[config.mk]
export PLATFORM = sky130hd
export DESIGN_NAME = vrpc_cell
export DESIGN_NICKNAME = d
export VERILOG_FILES = /design/src/hw/rtl/vrpc_pkg.sv /design/src/hw/rtl/vrpc_cell.sv
export SDC_FILE = /design/constraint.sdc
export NUM_CORES = 1
export LEC_CHECK = 0
export BUFFER_PORTS_ARGS = -buffer_cell sky130_fd_sc_hd__buf_2
export CAP_MARGIN = 20
export CORE_AREA = 5 5 109 111
export DETAILED_ROUTE_END_ITERATION = 8
export DIE_AREA = 0 0 114 116
export PLACE_DENSITY = 0.76
export SYNTH_ARGS = -nofsm -noshare
export SYNTH_HDL_FRONTEND = slang
export SYNTH_SLANG_ARGS = --single-unit
[constraint.sdc]
create_clock -name clk -period 8.1 [get_ports clk]
set_input_delay 0.81 -clock clk [delete_from_list [all_inputs] [get_ports clk]]
set_output_delay 0.81 -clock clk [all_outputs]
set_load 0.005 [all_outputs]
[src/hw/rtl/vrpc_pkg.sv]
// shared types and constants of the voronoi region point classifier
package vrpc_pkg;

	localparam int KIND_W     = 2;
	localparam int SLOT_W     = 4;
	localparam int FIELD_W    = 32;
	localparam int TAG_W      = 16;
	localparam int COUNT_W    = 5;
	localparam int RADIUS_W   = 31;
	localparam int RSQ_W      = 2 * RADIUS_W;
	localparam int CFG_IDX_W  = 2;
	localparam int CFG_DATA_W = 31;

	// input tdata layout, lowest bit first
	localparam int SLOT_LSB   = 0;
	localparam int X_LSB      = SLOT_LSB + SLOT_W;
	localparam int Y_LSB      = X_LSB + FIELD_W;
	localparam int Z_LSB      = Y_LSB + FIELD_W;
	localparam int TAG_LSB    = Z_LSB + FIELD_W;
	localparam int IN_DATA_W  = ((TAG_LSB + TAG_W + 7) / 8) * 8;

	// output tdata layout, lowest bit first
	localparam int OUT_BITS   = 1 + TAG_W;
	localparam int OUT_DATA_W = ((OUT_BITS + 7) / 8) * 8;

	localparam logic [KIND_W-1:0] KIND_LOAD_ATTR = 2'd0;
	localparam logic [KIND_W-1:0] KIND_LOAD_REP  = 2'd1;
	localparam logic [KIND_W-1:0] KIND_CLASSIFY  = 2'd2;
	localparam logic [KIND_W-1:0] KIND_NONE      = 2'd3;

	localparam logic [CFG_IDX_W-1:0] REG_ATTR_COUNT = 2'd0;
	localparam logic [CFG_IDX_W-1:0] REG_REP_COUNT  = 2'd1;
	localparam logic [CFG_IDX_W-1:0] REG_RADIUS_MODE = 2'd2;
	localparam logic [CFG_IDX_W-1:0] REG_RADIUS     = 2'd3;

	typedef struct packed {
		logic load;
		logic shift;
	} cell_ctrl_t;

	typedef struct packed {
		logic valid;
		logic sel_rep;
		logic first;
	} dist_tag_t;

endpackage

[src/hw/rtl/vrpc_cell.sv]
// one site cell of the rotating site chain
module vrpc_cell #(
	parameter int COORD_BITS = 32
) (
	input  logic                          clk,
	input  vrpc_pkg::cell_ctrl_t          ctrl,
	input  logic signed [COORD_BITS-1:0]  load_x,
	input  logic signed [COORD_BITS-1:0]  load_y,
	input  logic signed [COORD_BITS-1:0]  load_z,
	input  logic signed [COORD_BITS-1:0]  next_x,
	input  logic signed [COORD_BITS-1:0]  next_y,
	input  logic signed [COORD_BITS-1:0]  next_z,
	output logic signed [COORD_BITS-1:0]  site_x,
	output logic signed [COORD_BITS-1:0]  site_y,
	output logic signed [COORD_BITS-1:0]  site_z
);

	logic signed [COORD_BITS-1:0] x_q, y_q, z_q;

	always_ff @(posedge clk) begin
		if (ctrl.load) begin
			x_q <= load_x;
			y_q <= load_y;
			z_q <= load_z;
		end else if (ctrl.shift) begin
			x_q <= next_x;
			y_q <= next_y;
			z_q <= next_z;
		end
	end

	assign site_x = x_q;
	assign site_y = y_q;
	assign site_z = z_q;

endmodule

==> results_dict.tcl <==
set metrics [dict create \
    run_status "finished, final reports clean" \
    floorplan.initialDensity_pct 38.9 \
    cts-resized-gates 0 \
    ant_nets 0 \
    hold_viol 0 \
    worstMarginPinSlew_ps 745 \
    synthCells 204 \
    grt_pass1_vias 3052 \
    cp.required_ps 8200 \
    track_usage_pct 15.1 \
    switchingPower_mw 0.242 \
    synth_area_per_cell_um2 20.4 \
    start_kind "input pin" \
    period_needed_ps 2380 \
    grt_max_degree 97 \
    drc 0 \
    power_density_mw_per_mm2 190 \
    h-tree-depth 3 \
    nets 692 \
    period_share_pct 29.4 \
    yosysTopAreaCell "edfxtp_1" \
    place_inst 625 \
    slew_violations 0 \
    place_hpwl_mm 8.48 \
    finalNonFillerCells 640 \
    die_h_um 116 \
    hold_buffers 0 \
    place_congestion 0.833 \
    worst_slack_ps 5720 \
    io_pins 291 \
    pwr-share-comb_pct 16.1 \
    wire_per_inst_um 16.9 \
    cts_tree "done" \
    cts_root_buffer "clkbuf_8" \
    clk_pin_slew_ps 90 \
    n_antenna_cell 0 \
    die_area_mm2 0.0132 \
    rows 38 \
    seqPwrFrac_pct 55.2 \
    peakVddDrop_mv 0.0806 \
    worstPathArrival_ps 2490 \
    p_int_mw 0.886 \
    final_common_cell "buf_2" \
    ctsLongestPathBuffers 2 \
    post_cts.repair.setup_buffers 0 \
    design.core.area_mm2 0.0107 \
    synth_seq_area_share_pct 69.2 \
    rsz0062_at_grt "false" \
    p_leak_nw 2.75 \
    setup_viol 0 \
    gr-total-overflow 0 \
    area_delta_synth_final_pct 42.7 \
    cts.sinks 96 \
    synth_nets 399 \
    grt_pass1_wl_mm 15.2 \
    vias 2916 \
    placed_area_mm2 0.00573 \
    cts_inserted_buffers 9 \
    place_ws_ps 5190 \
    endpoint_kind "flip-flop" \
    initialDrtViolationCount 87 \
    synth_top_area_share_pct 69.2 \
    yosysWarnings 0 \
    finalSetupTns_ps 0 \
    antenna_found_initial 0 \
    crit_fanout 50 \
    fin_area_mm2 0.00594 \
    drive_gt1_share_pct 80.6 \
    die_width_um 114 \
    max_slew_margin_pct 50.3 \
    synth_cell_type_count 6 \
    synth_area_leaders "edfxtp_1, mux2_2, mux2_4" \
    drt_wl_total_mm 10.8 \
    drv_cap 0 \
    final_core_util_pct 55.6 \
    ys_ff_latch 96 \
    clkPwrFrac_pct 28.7 \
    netlist_area_mm2 0.00417 \
    criticalPathCategory "in2reg" \
    dr.pass1.iters 4 \
    final_cell_mix "buf_2, edfxtp_1, mux2_2" \
    fill_cells 877 \
    total_power_mw 1.13 \
    viasPerCell 4.56 \
    fmax_ghz 0.419 \
    timing.hold.ws_ps 753 \
    p_sw_share_pct 21.4 \
    hold_class "in2reg" \
    port_buffers 290 \
]
[final cells by class]
cell class                      count  area, µm²  share of cell area [%]
Sequential cell                    96       2880                    48.5
Timing Repair Buffer              293       1490                    25.1
Multi-Input combinational cell     97       1200                    20.2
Tap cell                          140        175                    2.95
Clock buffer                        9        124                    2.08
Clock inverter                      5       73.8                    1.24
[sequential cells by signal, summed over array words and instances (netlist names)]
register / flops
site_x: 32
site_y: 32
site_z: 32
[metal layers]
layer | global-route usage [%] | share of wire, %
met4 | 5.94 | 1.4
met2 | 28.0 | 54
met1 | 15.6 | 33
met5 | 0 | 0
met3 | 5.12 | 11
[power by group through the flow]
stage / logic, mW / registers, mW / clock network (mW)
3_3_place_gp: 0.180 / 0.634 / 0
4_1_cts: 0.184 / 0.625 / 0.336
3_5_place_dp: 0.184 / 0.636 / 0
2_1_floorplan: 0.0640 / 0.644 / 0
5_1_grt: 0.196 / 0.629 / 0.357
6_report: 0.181 / 0.623 / 0.324
[logic make-up (layout without fill, tap and decap cells)]
family,Yosys count,count (layout),synth area share [%]
multiplexers,96,96,28.6
buffers and inverters,11,307,2.07
flip-flops,96,96,69.2
AND/OR/NAND/NOR,1,1,0.150
[path summary, 6_finish.rpt]
check,startpoint,endpoint,cells past startpoint
worst max-delay path,ctrl[1],site_y[31],3
worst min-delay path,next_x[10],site_x[10],2
[Yosys cell counts]
cell type,count
buf_6,5
mux2_2,67
or2_1,1
mux2_4,29
buf_2,6
edfxtp_1,96
[critical path: stages]
cell and delay (ps):
buf_4 480, buf_4 690, mux2_2 410
Note: power is estimated with default switching activity, not from simulation.
